File: src/hw/rtl/tccp_pkg.sv
`timescale 1ns / 1ps
// Shared types and constants for the text console command parser.
// No dependencies; every module imports this package, the two interfaces do not.
package tccp_pkg;

    // Character codes
    localparam logic [7:0] CHR_NUL  = 8'h00;
    localparam logic [7:0] CHR_LF   = 8'h0A;
    localparam logic [7:0] CHR_CR   = 8'h0D;
    localparam logic [7:0] CHR_ESC  = 8'h1B;
    localparam logic [7:0] CHR_F    = 8'h46;
    localparam logic [7:0] CHR_B    = 8'h42;
    localparam logic [7:0] CHR_ZERO = 8'h30;

    localparam logic [7:0] ALPHA_OPAQUE = 8'hFF;

    // Escape sequence positions
    localparam logic [3:0] ESC_IDLE     = 4'd0;
    localparam logic [3:0] ESC_SELECT   = 4'd1;
    localparam logic [3:0] ESC_DIGIT_R  = 4'd2;
    localparam logic [3:0] ESC_DIGIT_G  = 4'd5;
    localparam logic [3:0] ESC_DIGIT_B  = 4'd8;
    localparam logic [3:0] ESC_LAST     = 4'd10;

    // Configuration port
    localparam int PADDR_W = 4;
    localparam int PDATA_W = 32;

    localparam logic [1:0] REG_TEXT_SCALE   = 2'd0;
    localparam logic [1:0] REG_SCREEN_WIDTH = 2'd1;
    localparam logic [1:0] REG_DEFAULT_FG   = 2'd2;
    localparam logic [1:0] REG_DEFAULT_BG   = 2'd3;

    localparam logic [3:0]  RST_TEXT_SCALE   = 4'd1;
    localparam logic [15:0] RST_SCREEN_WIDTH = 16'd640;
    localparam logic [31:0] RST_DEFAULT_FG   = 32'hFFFF_FFFF;
    localparam logic [31:0] RST_DEFAULT_BG   = 32'hFF00_0000;

    // Command queue between front and back end
    localparam int QDEPTH = 2;
    localparam int QPTR_W = $clog2(QDEPTH);
    localparam int QCNT_W = $clog2(QDEPTH + 1);

    typedef enum logic [1:0] {
        CMD_LF,
        CMD_CR,
        CMD_GLYPH
    } cmd_op_t;

    typedef struct packed {
        cmd_op_t     op;
        logic [7:0]  code;
        logic [31:0] ink;
        logic [31:0] paper;
    } cmd_t;

    typedef struct packed {
        logic [3:0]  text_scale;
        logic [15:0] screen_width;
        logic [31:0] default_fg;
        logic [31:0] default_bg;
    } cfg_t;

    typedef struct packed {
        logic fg;
        logic bg;
    } cfg_load_t;

endpackage

File: src/hw/rtl/tccp_in_if.sv
`timescale 1ns / 1ps
// Byte stream channel into the text console command parser.
// Standalone interface; no package needed.
interface tccp_in_if;
    logic       valid;
    logic       ready;
    logic [7:0] text_byte;
    logic       is_last;

    modport source (output valid, output text_byte, output is_last, input ready);
    modport sink   (input valid, input text_byte, input is_last, output ready);
endinterface

File: src/hw/rtl/tccp_out_if.sv
`timescale 1ns / 1ps
// Glyph draw request channel out of the text console command parser.
// Standalone interface; no package needed.
interface tccp_out_if;
    logic        valid;
    logic        ready;
    logic [7:0]  glyph_code;
    logic [15:0] draw_x;
    logic [15:0] draw_y;
    logic [31:0] ink_color;
    logic [31:0] paper_color;

    modport source (output valid, output glyph_code, output draw_x, output draw_y,
                    output ink_color, output paper_color, input ready);
    modport sink   (input valid, input glyph_code, input draw_x, input draw_y,
                    input ink_color, input paper_color, output ready);
endinterface

File: src/hw/rtl/tccp_regs.sv
`timescale 1ns / 1ps
// APB-style configuration registers of the text console command parser.
// Depends on tccp_pkg.
module tccp_regs
    import tccp_pkg::*;
(
    input  logic               clk,
    input  logic               rst_n,
    input  logic               psel,
    input  logic               penable,
    input  logic               pwrite,
    input  logic [PADDR_W-1:0] paddr,
    input  logic [PDATA_W-1:0] pwdata,
    output logic [PDATA_W-1:0] prdata,
    output cfg_t               cfg,
    output cfg_load_t          cfg_load
);

    logic [3:0]  text_scale_reg;
    logic [15:0] screen_width_reg;
    logic [31:0] default_fg_reg;
    logic [31:0] default_bg_reg;
    cfg_load_t   load_reg;
    logic        wr_en;
    logic [1:0]  reg_idx;

    assign wr_en   = psel && penable && pwrite;
    assign reg_idx = paddr[3:2];

    always_ff @(posedge clk or negedge rst_n)
    begin
        if (!rst_n)
        begin
            text_scale_reg   <= RST_TEXT_SCALE;
            screen_width_reg <= RST_SCREEN_WIDTH;
            default_fg_reg   <= RST_DEFAULT_FG;
            default_bg_reg   <= RST_DEFAULT_BG;
            load_reg         <= '0;
        end
        else
        begin
            load_reg.fg <= wr_en && (reg_idx == REG_DEFAULT_FG);
            load_reg.bg <= wr_en && (reg_idx == REG_DEFAULT_BG);
            if (wr_en)
            begin
                unique case (reg_idx)
                    REG_TEXT_SCALE:   text_scale_reg   <= pwdata[3:0];
                    REG_SCREEN_WIDTH: screen_width_reg <= pwdata[15:0];
                    REG_DEFAULT_FG:   default_fg_reg   <= pwdata;
                    REG_DEFAULT_BG:   default_bg_reg   <= pwdata;
                    default: ;
                endcase
            end
        end
    end

    always_comb
    begin
        unique case (reg_idx)
            REG_TEXT_SCALE:   prdata = {28'd0, text_scale_reg};
            REG_SCREEN_WIDTH: prdata = {16'd0, screen_width_reg};
            REG_DEFAULT_FG:   prdata = default_fg_reg;
            REG_DEFAULT_BG:   prdata = default_bg_reg;
            default:          prdata = '0;
        endcase
    end

    assign cfg.text_scale   = text_scale_reg;
    assign cfg.screen_width = screen_width_reg;
    assign cfg.default_fg   = default_fg_reg;
    assign cfg.default_bg   = default_bg_reg;
    assign cfg_load         = load_reg;

endmodule

File: src/hw/rtl/tccp_front.sv
`timescale 1ns / 1ps
// Front end: accepts bytes, runs the escape parser and the current colors,
// and turns printable bytes and cursor controls into queued commands. Uses tccp_pkg.
module tccp_front
    import tccp_pkg::*;
(
    input  logic         clk,
    input  logic         rst_n,
    tccp_in_if.sink      in_ch,
    input  cfg_t         cfg,
    input  cfg_load_t    cfg_load,
    input  logic         q_full,
    output logic         push,
    output cmd_t         push_cmd
);

    logic [3:0]  esc_pos_reg, esc_pos_next;
    logic [7:0]  esc_sel_reg, esc_sel_next;
    logic [23:0] acc_reg, acc_next;
    logic [31:0] ink_reg, ink_next;
    logic [31:0] paper_reg, paper_next;

    logic        accept;
    logic [7:0]  c;
    logic [23:0] acc_shift;
    logic [7:0]  low;
    logic [7:0]  low_new;

    assign in_ch.ready = !q_full;
    assign accept      = in_ch.valid && in_ch.ready;
    assign c           = in_ch.text_byte;

    // Open a new color byte at the first digit of each triple
    assign acc_shift = (esc_pos_reg == ESC_DIGIT_R || esc_pos_reg == ESC_DIGIT_G ||
                        esc_pos_reg == ESC_DIGIT_B) ? {acc_reg[15:0], 8'h00} : acc_reg;
    assign low       = acc_shift[7:0];
    assign low_new   = {low[4:0], 3'b000} + {low[6:0], 1'b0} + (c - CHR_ZERO);

    always_comb
    begin
        esc_pos_next   = esc_pos_reg;
        esc_sel_next   = esc_sel_reg;
        acc_next       = acc_reg;
        ink_next       = ink_reg;
        paper_next     = paper_reg;
        push           = 1'b0;
        push_cmd.op    = CMD_GLYPH;
        push_cmd.code  = c;
        // Forward a default color written just before, ahead of the color register
        push_cmd.ink   = cfg_load.fg ? cfg.default_fg : ink_reg;
        push_cmd.paper = cfg_load.bg ? cfg.default_bg : paper_reg;

        if (cfg_load.fg)
        begin
            ink_next = cfg.default_fg;
        end
        if (cfg_load.bg)
        begin
            paper_next = cfg.default_bg;
        end

        if (accept)
        begin
            if (c != CHR_NUL)
            begin
                if (esc_pos_reg == ESC_SELECT)
                begin
                    esc_sel_next = c;
                    acc_next     = '0;
                    esc_pos_next = ESC_DIGIT_R;
                end
                else if (esc_pos_reg >= ESC_DIGIT_R && esc_pos_reg <= ESC_LAST)
                begin
                    acc_next     = {acc_shift[23:8], low_new};
                    esc_pos_next = esc_pos_reg + 4'd1;
                    if (esc_pos_reg == ESC_LAST)
                    begin
                        if (esc_sel_reg == CHR_F)
                        begin
                            ink_next = {ALPHA_OPAQUE, acc_shift[23:8], low_new};
                        end
                        else if (esc_sel_reg == CHR_B)
                        begin
                            paper_next = {ALPHA_OPAQUE, acc_shift[23:8], low_new};
                        end
                        esc_pos_next = ESC_IDLE;
                    end
                end
                else if (esc_pos_reg != ESC_IDLE)
                begin
                    esc_pos_next = ESC_IDLE;
                end
                else
                begin
                    case (c)
                        CHR_LF:
                        begin
                            push        = 1'b1;
                            push_cmd.op = CMD_LF;
                        end
                        CHR_CR:
                        begin
                            push        = 1'b1;
                            push_cmd.op = CMD_CR;
                        end
                        CHR_ESC:
                        begin
                            esc_pos_next = ESC_SELECT;
                        end
                        default:
                        begin
                            push        = 1'b1;
                            push_cmd.op = CMD_GLYPH;
                        end
                    endcase
                end
            end

            // End of string: revert colors, drop any pending escape
            if (c == CHR_NUL || in_ch.is_last)
            begin
                ink_next     = cfg.default_fg;
                paper_next   = cfg.default_bg;
                esc_pos_next = ESC_IDLE;
                esc_sel_next = '0;
                acc_next     = '0;
            end
        end
    end

    always_ff @(posedge clk or negedge rst_n)
    begin
        if (!rst_n)
        begin
            esc_pos_reg <= ESC_IDLE;
            esc_sel_reg <= '0;
            acc_reg     <= '0;
            ink_reg     <= RST_DEFAULT_FG;
            paper_reg   <= RST_DEFAULT_BG;
        end
        else
        begin
            esc_pos_reg <= esc_pos_next;
            esc_sel_reg <= esc_sel_next;
            acc_reg     <= acc_next;
            ink_reg     <= ink_next;
            paper_reg   <= paper_next;
        end
    end

    a_esc_pos_range: assert property (@(posedge clk) disable iff (!rst_n)
        esc_pos_reg <= ESC_LAST)
        else $error("escape position beyond last digit");

endmodule

File: src/hw/rtl/tccp_queue.sv
`timescale 1ns / 1ps
// Short command queue between the front and back end.
// Depends on tccp_pkg for the command type and depth.
module tccp_queue
    import tccp_pkg::*;
(
    input  logic clk,
    input  logic rst_n,
    input  logic push,
    input  cmd_t push_cmd,
    output logic full,
    input  logic pop,
    output logic head_valid,
    output cmd_t head_cmd
);

    cmd_t              mem [QDEPTH];
    logic [QPTR_W-1:0] wr_ptr_reg, rd_ptr_reg;
    logic [QCNT_W-1:0] count_reg, count_next;

    assign full       = (count_reg == QCNT_W'(QDEPTH));
    assign head_valid = (count_reg != '0);
    assign head_cmd   = mem[rd_ptr_reg];

    always_comb
    begin
        count_next = count_reg;
        if (push && !pop)
        begin
            count_next = count_reg + QCNT_W'(1);
        end
        else if (pop && !push)
        begin
            count_next = count_reg - QCNT_W'(1);
        end
    end

    always_ff @(posedge clk)
    begin
        if (push)
        begin
            mem[wr_ptr_reg] <= push_cmd;
        end
    end

    always_ff @(posedge clk or negedge rst_n)
    begin
        if (!rst_n)
        begin
            wr_ptr_reg <= '0;
            rd_ptr_reg <= '0;
            count_reg  <= '0;
        end
        else
        begin
            if (push)
            begin
                wr_ptr_reg <= (wr_ptr_reg == QPTR_W'(QDEPTH - 1)) ? '0 : wr_ptr_reg + QPTR_W'(1);
            end
            if (pop)
            begin
                rd_ptr_reg <= (rd_ptr_reg == QPTR_W'(QDEPTH - 1)) ? '0 : rd_ptr_reg + QPTR_W'(1);
            end
            count_reg <= count_next;
        end
    end

    a_no_overflow: assert property (@(posedge clk) disable iff (!rst_n)
        push |-> !full)
        else $error("command pushed into full queue");

    a_no_underflow: assert property (@(posedge clk) disable iff (!rst_n)
        pop |-> head_valid)
        else $error("command popped from empty queue");

endmodule

File: src/hw/rtl/tccp_back.sv
`timescale 1ns / 1ps
// Back end: keeps the pixel cursor, applies line wrap and emits glyph draw requests
// through an output register. Depends on tccp_pkg and tccp_out_if.
module tccp_back
    import tccp_pkg::*;
(
    input  logic        clk,
    input  logic        rst_n,
    input  cfg_t        cfg,
    input  logic        head_valid,
    input  cmd_t        head_cmd,
    output logic        pop,
    tccp_out_if.source  out_ch
);

    logic [15:0] cursor_x_reg, cursor_x_next;
    logic [15:0] cursor_y_reg, cursor_y_next;
    logic        out_valid_reg;
    logic [7:0]  glyph_code_reg;
    logic [15:0] draw_x_reg;
    logic [15:0] draw_y_reg;
    logic [31:0] ink_reg;
    logic [31:0] paper_reg;

    logic [7:0]  step_h;
    logic [6:0]  step_w;
    logic [16:0] wrap_sum;
    logic        wrap;
    logic [16:0] y_down_sum;
    logic [15:0] y_down;
    logic [15:0] draw_x;
    logic [15:0] draw_y;
    logic [16:0] x_adv_sum;
    logic [15:0] x_adv;
    logic        out_free;
    logic        emit;

    assign step_h     = {cfg.text_scale, 4'b0000};
    assign step_w     = {cfg.text_scale, 3'b000};
    assign wrap_sum   = {1'b0, cursor_x_reg} + {9'd0, step_h};
    assign wrap       = wrap_sum > {1'b0, cfg.screen_width};
    assign y_down_sum = {1'b0, cursor_y_reg} + {9'd0, step_h};
    assign y_down     = y_down_sum[16] ? 16'hFFFF : y_down_sum[15:0];
    assign draw_x     = wrap ? 16'd0 : cursor_x_reg;
    assign draw_y     = wrap ? y_down : cursor_y_reg;
    assign x_adv_sum  = {1'b0, draw_x} + {10'd0, step_w};
    assign x_adv      = x_adv_sum[16] ? 16'hFFFF : x_adv_sum[15:0];

    assign out_free = !out_valid_reg || out_ch.ready;
    // Cursor controls always drain; a glyph waits for room in the output register
    assign pop      = head_valid && (head_cmd.op != CMD_GLYPH || out_free);
    assign emit     = pop && head_cmd.op == CMD_GLYPH;

    always_comb
    begin
        cursor_x_next = cursor_x_reg;
        cursor_y_next = cursor_y_reg;
        if (pop)
        begin
            unique case (head_cmd.op)
                CMD_LF:
                begin
                    cursor_y_next = y_down;
                end
                CMD_CR:
                begin
                    cursor_x_next = '0;
                end
                CMD_GLYPH:
                begin
                    cursor_x_next = x_adv;
                    cursor_y_next = draw_y;
                end
                default: ;
            endcase
        end
    end

    always_ff @(posedge clk or negedge rst_n)
    begin
        if (!rst_n)
        begin
            cursor_x_reg  <= '0;
            cursor_y_reg  <= '0;
            out_valid_reg <= 1'b0;
        end
        else
        begin
            cursor_x_reg <= cursor_x_next;
            cursor_y_reg <= cursor_y_next;
            if (emit)
            begin
                out_valid_reg <= 1'b1;
            end
            else if (out_ch.ready)
            begin
                out_valid_reg <= 1'b0;
            end
        end
    end

    always_ff @(posedge clk)
    begin
        if (emit)
        begin
            glyph_code_reg <= head_cmd.code;
            draw_x_reg     <= draw_x;
            draw_y_reg     <= draw_y;
            ink_reg        <= head_cmd.ink;
            paper_reg      <= head_cmd.paper;
        end
    end

    assign out_ch.valid       = out_valid_reg;
    assign out_ch.glyph_code  = glyph_code_reg;
    assign out_ch.draw_x      = draw_x_reg;
    assign out_ch.draw_y      = draw_y_reg;
    assign out_ch.ink_color   = ink_reg;
    assign out_ch.paper_color = paper_reg;

    a_y_monotone: assert property (@(posedge clk) disable iff (!rst_n)
        cursor_y_reg >= $past(cursor_y_reg))
        else $error("cursor row moved up");

    a_out_from_glyph: assert property (@(posedge clk) disable iff (!rst_n)
        $rose(out_valid_reg) |-> $past(emit))
        else $error("draw request without a glyph command");

endmodule

File: src/hw/rtl/text_console_command_parser.sv
`timescale 1ns / 1ps
// Text console command parser, top level: registers, front end, queue, back end.
// Depends on tccp_pkg, tccp_in_if, tccp_out_if and the tccp_* modules.

// Takes one text byte per cycle while the command queue has room, and gives one
// glyph draw request for each printable byte. The front end parses escapes and
// colors and queues a command at the edge that accepts the byte; the back end
// takes it from the head of the queue once the output register has room, updates
// the cursor and loads the output register, from which the request is offered.
// A two-entry command queue lets the input keep flowing for a while when the
// draw request side stalls; line feed, carriage return and escape bytes use a
// queue slot or none but never produce a request. Configuration writes take
// effect on the next cycle and belong only in idle periods.
module text_console_command_parser
    import tccp_pkg::*;
(
    input  logic               clk,
    input  logic               rst_n,
    input  logic               psel,
    input  logic               penable,
    input  logic               pwrite,
    input  logic [PADDR_W-1:0] paddr,
    input  logic [PDATA_W-1:0] pwdata,
    output logic [PDATA_W-1:0] prdata,
    output logic               pready,
    tccp_in_if.sink            in_ch,
    tccp_out_if.source         out_ch
);

    cfg_t      cfg;
    cfg_load_t cfg_load;
    logic      q_full;
    logic      push;
    cmd_t      push_cmd;
    logic      pop;
    logic      head_valid;
    cmd_t      head_cmd;

    assign pready = 1'b1;

    tccp_regs u_regs (
        .clk      (clk),
        .rst_n    (rst_n),
        .psel     (psel),
        .penable  (penable),
        .pwrite   (pwrite),
        .paddr    (paddr),
        .pwdata   (pwdata),
        .prdata   (prdata),
        .cfg      (cfg),
        .cfg_load (cfg_load)
    );

    tccp_front u_front (
        .clk      (clk),
        .rst_n    (rst_n),
        .in_ch    (in_ch),
        .cfg      (cfg),
        .cfg_load (cfg_load),
        .q_full   (q_full),
        .push     (push),
        .push_cmd (push_cmd)
    );

    tccp_queue u_queue (
        .clk        (clk),
        .rst_n      (rst_n),
        .push       (push),
        .push_cmd   (push_cmd),
        .full       (q_full),
        .pop        (pop),
        .head_valid (head_valid),
        .head_cmd   (head_cmd)
    );

    tccp_back u_back (
        .clk        (clk),
        .rst_n      (rst_n),
        .cfg        (cfg),
        .head_valid (head_valid),
        .head_cmd   (head_cmd),
        .pop        (pop),
        .out_ch     (out_ch)
    );

endmodule
File: src/flat_wrapper.sv
// flat-port wrapper written by rule: the top's interface ports become plain ports
module text_console_command_parser_flat import tccp_pkg::*;
  (clk, rst_n, psel, penable, pwrite, paddr, pwdata, prdata, pready, in_ch_valid, in_ch_text_byte, in_ch_is_last, in_ch_ready, out_ch_valid, out_ch_glyph_code, out_ch_draw_x, out_ch_draw_y, out_ch_ink_color, out_ch_paper_color, out_ch_ready);
  tccp_in_if in_ch_i ();
  tccp_out_if out_ch_i ();
  input  logic clk;
  input  logic rst_n;
  input  logic psel;
  input  logic penable;
  input  logic pwrite;
  input  logic [PADDR_W-1:0] paddr;
  input  logic [PDATA_W-1:0] pwdata;
  output logic [PDATA_W-1:0] prdata;
  output logic pready;
  input wire logic [$bits(in_ch_i.valid)-1:0] in_ch_valid;
  input wire logic [$bits(in_ch_i.text_byte)-1:0] in_ch_text_byte;
  input wire logic [$bits(in_ch_i.is_last)-1:0] in_ch_is_last;
  output wire logic [$bits(in_ch_i.ready)-1:0] in_ch_ready;
  output wire logic [$bits(out_ch_i.valid)-1:0] out_ch_valid;
  output wire logic [$bits(out_ch_i.glyph_code)-1:0] out_ch_glyph_code;
  output wire logic [$bits(out_ch_i.draw_x)-1:0] out_ch_draw_x;
  output wire logic [$bits(out_ch_i.draw_y)-1:0] out_ch_draw_y;
  output wire logic [$bits(out_ch_i.ink_color)-1:0] out_ch_ink_color;
  output wire logic [$bits(out_ch_i.paper_color)-1:0] out_ch_paper_color;
  input wire logic [$bits(out_ch_i.ready)-1:0] out_ch_ready;
  assign in_ch_i.valid = in_ch_valid;
  assign in_ch_i.text_byte = in_ch_text_byte;
  assign in_ch_i.is_last = in_ch_is_last;
  assign in_ch_ready = in_ch_i.ready;
  assign out_ch_valid = out_ch_i.valid;
  assign out_ch_glyph_code = out_ch_i.glyph_code;
  assign out_ch_draw_x = out_ch_i.draw_x;
  assign out_ch_draw_y = out_ch_i.draw_y;
  assign out_ch_ink_color = out_ch_i.ink_color;
  assign out_ch_paper_color = out_ch_i.paper_color;
  assign out_ch_i.ready = out_ch_ready;
  text_console_command_parser u_core (.clk(clk), .rst_n(rst_n), .psel(psel), .penable(penable), .pwrite(pwrite), .paddr(paddr), .pwdata(pwdata), .prdata(prdata), .pready(pready), .in_ch(in_ch_i), .out_ch(out_ch_i));
endmodule
File: config.mk
export PLATFORM = sky130hd
export DESIGN_NAME = text_console_command_parser_flat
export DESIGN_NICKNAME = d
export VERILOG_FILES = /design/src/hw/rtl/tccp_pkg.sv /design/src/hw/rtl/tccp_in_if.sv /design/src/hw/rtl/tccp_out_if.sv /design/src/hw/rtl/tccp_regs.sv /design/src/hw/rtl/tccp_front.sv /design/src/hw/rtl/tccp_queue.sv /design/src/hw/rtl/tccp_back.sv /design/src/hw/rtl/text_console_command_parser.sv /design/src/flat_wrapper.sv
export SDC_FILE = /design/constraint.sdc
export NUM_CORES = 1
export LEC_CHECK = 0
export ABC_AREA = 1
export BUFFER_PORTS_ARGS = -buffer_cell sky130_fd_sc_hd__buf_2
export CAP_MARGIN = 15
export CORE_MARGIN = 2
export CORE_UTILIZATION = 40
export DETAILED_ROUTE_END_ITERATION = 10
export PLACE_DENSITY = 0.6
export SYNTH_ARGS = -nofsm -noshare
export SYNTH_HDL_FRONTEND = slang
export SYNTH_SLANG_ARGS = --single-unit
File: constraint.sdc
create_clock -name clk -period 6.2 [get_ports clk]
set_input_delay 1.24 -clock clk [delete_from_list [all_inputs] [get_ports clk]]
set_output_delay 1.24 -clock clk [all_outputs]
set_load 0.01 [all_outputs]
==> results of run 1 <==
-- Yosys cell counts, drive strengths merged --
cell | n | area [µm²]
a21oi | 80 | 400.4
o221ai | 12 | 105.1
o21bai | 1 | 7.510
mux2i | 1 | 10.01
a21o | 2 | 15.01
o22ai | 65 | 406.6
clkbuf | 65 | 244.0
ha | 45 | 563.0
nor3 | 7 | 35.03
nand2 | 589 | 2228
clkinv | 2 | 7.510
mux2 | 2 | 22.52
buf | 31 | 160.1
a22o | 15 | 131.4
conb | 1 | 3.750
dfstp | 83 | 2181
o21a | 7 | 52.55
nor2 | 109 | 444.2
nand4 | 10 | 62.56
nand3 | 46 | 260.3
inv | 256 | 960.9
xor2 | 13 | 113.9
o21ai | 234 | 1175
o31ai | 5 | 37.54
a22oi | 10 | 75.07
or2 | 1 | 6.260
o2111ai | 4 | 35.03
xnor2 | 12 | 105.1
nor4 | 2 | 12.51
a32oi | 16 | 140.1
edfxtp | 252 | 7567
a31oi | 3 | 18.77
fa | 8 | 160.2
nand3b | 2 | 15.01
o211ai | 1 | 7.510
dfrtp | 140 | 3503
-- routing by layer --
layer  vias up  share of wire, %
li1       7481                 -
met1      7722                43
met3       118               5.8
met5         -                 0
met4         0               3.4
met2       499                48
-- final cells by class --
class	count	area (µm²)
Fill cell	4892	27880
Sequential cell	475	13250
Multi-Input combinational cell	1303	6685
Clock buffer	81	1554
Timing Repair Buffer	212	1179
Inverter	258	970.9
Tap cell	688	860.8
Clock inverter	16	158.9
Antenna cell	4	10.01
-- through the flow --
step	cells	utilization, %	hold WS [ns]
after floorplan	2132	-	0.4226
after CTS	3032	46.88	0.4556
after global routing	3037	46.95	0.4759
after detailed placement	2935	43.62	0.4415
after global placement	2935	43.62	0.4407
final	3037	46.95	0.4536
-- cell families after synthesis --
kind of cell	Yosys count	synth area share (%)
muxes	3	0.1529
other	1	0.01763
buffers and inverters	354	6.452
and+or+nand+nor	766	14.40
AOI/OAI and AO/OA	455	12.26
xor gates and xnor gates	25	1.029
DFF	475	62.29
adders and majority gates	53	3.399
-- power breakdown --
part	internal (mW)	total (mW)	switching (mW)	leakage [nW]
Combinational	1.19	4.00	2.80	4.83
Clock	1.81	3.10	1.29	0.833
Sequential	4.85	5.19	0.346	4.95
-- worst paths after layout --
check                           cells past startpoint                              to                       startpoint
worst max-delay path                               31  u_core.u_back.cursor_x_reg[13]  u_core.u_regs.text_scale_reg[0]
worst max register to register                     31  u_core.u_back.cursor_x_reg[13]  u_core.u_regs.text_scale_reg[0]
min in group asynchronous                           1  u_core.u_back.cursor_x_reg[15]                            rst_n
max in group asynchronous                           2   u_core.u_back.cursor_y_reg[5]                            rst_n
worst min register to register                      2   u_core.u_back.cursor_y_reg[2]    u_core.u_back.cursor_y_reg[2]
worst min-delay path                                2   u_core.u_back.cursor_y_reg[2]    u_core.u_back.cursor_y_reg[2]
-- cell usage in the layout (no fill, tap or decap), types with 65 or more instances in the layout --
| cell type | synthesis | layout |
|---|---|---|
| sky130_fd_sc_hd__o21ai_0 | 229 | 229 |
| sky130_fd_sc_hd__buf_2 | 26 | 186 |
| sky130_fd_sc_hd__inv_1 | 252 | 250 |
| sky130_fd_sc_hd__nor2_1 | 99 | 93 |
| sky130_fd_sc_hd__edfxtp_1 | 252 | 252 |
| sky130_fd_sc_hd__a21oi_1 | 80 | 80 |
| sky130_fd_sc_hd__dfstp_2 | 83 | 83 |
| sky130_fd_sc_hd__o22ai_1 | 65 | 65 |
| sky130_fd_sc_hd__nand2_1 | 584 | 584 |
| sky130_fd_sc_hd__dfrtp_1 | 140 | 138 |
-- critical path, delay by kind of cell (launching register included) --
family,cells,cell delay (ns)
xor gates and xnor gates,1,0.17
adders and majority gates,4,1.34
buffers and inverters,5,0.57
DFF,1,0.60
AOI/OAI and AO/OA,1,0.21
and+or+nand+nor,20,2.36
==> flow_summary.ini, run 1 <==
[place]
port_buffers = 187
placed_area_mm2 = 0.02292
dp_hpwl_um = 38730
gp_congestion = 0.8622
pre_cts_ws_ns = 0.8970

[final_layout]
syn_to_final_growth_pct = 15.97
regMostFlops = u_core.u_queue.mem
final_layout_size_suffix_gt1_share_pct = 17.44
final_cell_area_mm2 = 0.02467
layout.nets = 2407
largest_register_ffs = 148

[sta]
tns_ns = 0
grt_setup_unrepaired = no
finalCritPeriodShare_pct = 86.39
worst_pin_slew_ns = 1.200
final-setup-viol-count = 0
achievable_frequency_ghz = 0.1867
worst_rel_slew_slack_pct = 19.97
hold_violations = 0
period_minus_slack_ns = 5.356
final.setup_skew_ns = 0.03111
slew_viol_final = 0
setup_ws_ns = 0.8439

[synth]
post_synth.cell_area_avg_um2 = 9.978
yosysSeqAreaShare_pct = 62.29
post_synth_num_cell_types = 48
synth_cells = 2132
ys_seq_elements = 475
syn-num-nets = 2237
yosysWarningCount = 0
synthesis.area_mm2 = 0.02127

[clock_tree]
clkSlewWorstSetupHoldPaths_ns = 0.06
clock_sinks = 475
h-tree-depth = 2
total_cts_buffers = 52
clkLatencyLatePin_ns = 0.61
post_cts.resized_instances = 0
clock_root_buffer = sky130_fd_sc_hd__clkbuf_16
cts_buffer_depth = 3
postCtsHoldBufs = 0
post-cts-setup-buffers = 0
cts_tree = yes

[grt]
grt_overflow = 0
grt_pass1_wl_um = 90790
largest_net_degree_at_the_start_of_global_routing = 118
grt_pass1_vias = 15474
groute.layer.met1.usage_pct = 28.65
global_route.peak_usage_layer = met2
met2_usage_pct = 33.89
grt.total_usage_pct = 21.12
antenna_violations_before_repair = 4
groute.layer.met3.usage_pct = 3.372

[detailed_routing]
detail_route.wl_per_cell_um = 19.42
wl_um = 58980
ant_nets = 0
detailedRoute.firstPassIterationCount = 7
drtIter0Drc = 1225
routed-via-count = 15820
drc = 0
detail_route.vias_per_cell = 5.209

[setup_path]
critical_path_s_largest_stage_delay_ns = 0.60
worst-endpoint-required_ns = 6.72
reg2reg_slack_ns = 0.84
slowest_stage_cell_on_the_critical_path = sky130_fd_sc_hd__dfstp_2
worst-path-max-fanout = 30
critPathCaptureType = flip-flop
crit_path_frequent_cell = sky130_fd_sc_hd__nand2_1
worst-endpoint-arrival_ns = 5.88
worstSetupStartpointType = flip-flop
worst-setup-path-type = reg -> reg

[hold_path]
worstHoldPathType = reg -> reg

[die]
placement_rows = 84
boundaryPins = 191
core_region_area_mm2 = 0.05255
die_width_um = 234.6
die-height_um = 234.6
initial_utilization_pct = 40.48
design.die.area_mm2 = 0.05505

[power]
finalPower_mw = 12.29
leakage_nw = 10.62
power_density_mw_per_mm2 = 498.1
peakVddDrop_mv = 0.2287

[run_status]
run_status = finished clean

[job]
max_cap_violations = 0
(Power assumes the default switching activity.)
==> run 2: changes to the inputs <==
- CTS_BUF_LIST: unset -> sky130_fd_sc_hd__clkbuf_16
==> run 2 against run 1 <==
  * Flip-flop and latch count unchanged
  * First-iteration DRC count rose by 3.8%
  * Register-to-register slack about the same
  * Largest power group unchanged
  * Wire length down 0.14%
  * Global-route usage about the same
  * Worst hold slack barely moved
  * Fmax grew 0.18%
  * Critical endpoint unchanged
  * Core utilization down 0.15 points
  * Critical path depth is the same
  * Via count shrank 0.23%
  * Die area unchanged
==> flow_summary.ini, run 2 (synthesized netlist as in run 1, its figures left out) <==
[setup_path]
worst-endpoint-arrival_ns = 5.87
crit_path_frequent_cell = sky130_fd_sc_hd__nand2_1
crit_start = u_core.u_regs.text_scale_reg[0]
reg2reg_slack_ns = 0.85
worst-endpoint-required_ns = 6.72
capturing_element_of_the_worst_setup_path = u_core.u_back.cursor_x_reg[13]
slowest_stage_cell_on_the_critical_path = sky130_fd_sc_hd__dfstp_2
critPathCaptureType = flip-flop
worst-path-max-fanout = 30
rr_endpoint = u_core.u_back.cursor_x_reg[13]
worstSetupStartpointType = flip-flop
timing.reg2reg.worst_path_depth = 31
worst-setup-path-type = reg -> reg
critical_path_s_largest_stage_delay_ns = 0.60
critical_path.reg2reg.startpoint = u_core.u_regs.text_scale_reg[0]

[clock_tree]
clkLatencyLatePin_ns = 0.61
cts_tree = yes
clock_root_buffer = sky130_fd_sc_hd__clkbuf_16
post_cts.resized_instances = 0
clock_sinks = 475
post-cts-setup-buffers = 0
cts_buffer_depth = 3
postCtsHoldBufs = 0
clkSlewWorstSetupHoldPaths_ns = 0.06
total_cts_buffers = 52
h-tree-depth = 2

[sta]
final-setup-viol-count = 0
worst_rel_slew_slack_pct = 20.03
grt_setup_unrepaired = no
worst_pin_slew_ns = 1.199
period_minus_slack_ns = 5.346
hold_violations = 0
slew_viol_final = 0
finalCritPeriodShare_pct = 86.23
tns_ns = 0
final.setup_skew_ns = 0.02925
achievable_frequency_ghz = 0.1870

[die]
initial_utilization_pct = 40.48
die_width_um = 234.6
boundaryPins = 191
core_region_area_mm2 = 0.05255
placement_rows = 84
die-height_um = 234.6
design.die.area_mm2 = 0.05505

[run_status]
run_status = finished clean

[final_layout]
regMostFlops = u_core.u_queue.mem
layout.nets = 2407
filler_cell_count = 4902
largest_register_ffs = 148
final_common_cell = sky130_fd_sc_hd__nand2_1
most-common-layout-cells = sky130_fd_sc_hd__nand2_1 (584), sky130_fd_sc_hd__inv_1 (268), sky130_fd_sc_hd__edfxtp_1 (252)
stdcell_count = 3037
final_layout_size_suffix_gt1_share_pct = 17.19
syn_to_final_growth_pct = 15.60

[detailed_routing]
detail_route.vias_per_cell = 5.197
drtIter0Drc = 1272
wl_um = 58900
routed-via-count = 15783
detail_route.wl_per_cell_um = 19.39
ant_nets = 0
drc = 0
detailedRoute.firstPassIterationCount = 7

[grt]
met2_usage_pct = 33.89
largest_net_degree_at_the_start_of_global_routing = 118
grt.total_usage_pct = 21.12
grt_pass1_vias = 15473
groute.layer.met1.usage_pct = 28.64
antenna_violations_before_repair = 4
groute.layer.met3.usage_pct = 3.372
grt_pass1_wl_um = 90770
grt_overflow = 0
global_route.peak_usage_layer = met2

[hold_path]
worstHoldPathType = reg -> reg
min-delay-start = u_core.u_back.cursor_y_reg[2]

[power]
leakage_nw = 10.65
peakVddDrop_mv = 0.2273
power_density_mw_per_mm2 = 494.6

[place]
gp_congestion = 0.8622
post-place-cells = 2935
port_buffers = 187
dp_hpwl_um = 38730

[job]
max_cap_violations = 0
[run 2: cell count changes in the layout (fill, tap and decap cells not counted)]
cell,before,now
sky130_fd_sc_hd__inv_1,250,268
sky130_fd_sc_hd__clkbuf_8,8,0
sky130_fd_sc_hd__clkbuf_1,18,0
sky130_fd_sc_hd__clkinv_1,3,9
sky130_fd_sc_hd__inv_2,5,7
[run 2: through the flow]
step	power, mW	utilization [%]	area (µm²)	setup WS [ns]	hold WS [ns]
floorplan	7.741	-	21270	0.4504	0.4226
finish	12.16	46.80	24590	0.8537	0.4535
detailed placement	9.253	43.62	22920	0.8970	0.4415
CTS	12.25	46.73	24550	0.8803	0.4556
global placement	9.104	43.62	22920	0.9179	0.4407
global route	12.93	46.80	24590	0.3263	0.4759
[run 2: critical path: cells and delay by family (launching register included)]
family	cells	cell delay, ns
simple gates	20	2.36
buf+inv	5	0.57
fa+ha+maj	4	1.34
flops	1	0.60
xor+xnor	1	0.17
compound gates	1	0.20
[run 2: cell type report]
class / instances / area [µm²] / area share [%]
well taps: 688 / 860.8 / 3.500
multi-input cells: 1303 / 6685 / 27.18
flip-flops and latches: 475 / 13250 / 53.89
repair buffers: 212 / 1179 / 4.793
diodes: 4 / 10.01 / 0.04070
clock inverters: 42 / 256.5 / 1.043
inverters: 258 / 970.9 / 3.948
clock buffers: 55 / 1376 / 5.597
[run 2: where the power goes]
part           internal, mW  total, mW  switching (mW)
sequential             4.85       5.19           0.347
combinational          1.19       4.00            2.81
clock                  1.68       2.97            1.29
total                  7.72       12.2            4.44
[run 2: layer usage]
metal  vias up  wire length (µm)
met5         -                 0
met4         0              2050
met3       117              3307
met2       490             27980
met1      7690             25560
li1       7486                 -
[run 2: how the worst min path moves through the flow]
| stage | endpoint | slack (ns) | cells after the start |
|---|---|---|---|
| 3_3_place_gp | u_core.u_back.cursor_y_reg[0] | 0.44 | 2 |
| 3_5_place_dp | u_core.u_back.cursor_y_reg[2] | 0.44 | 2 |
| 4_1_cts | u_core.u_back.cursor_y_reg[2] | 0.46 | 2 |
| 6_report | u_core.u_back.cursor_y_reg[2] | 0.45 | 2 |
| 5_1_grt | u_core.u_back.cursor_y_reg[3] | 0.48 | 2 |
| 2_1_floorplan | u_core.u_back.cursor_y_reg[0] | 0.42 | 2 |
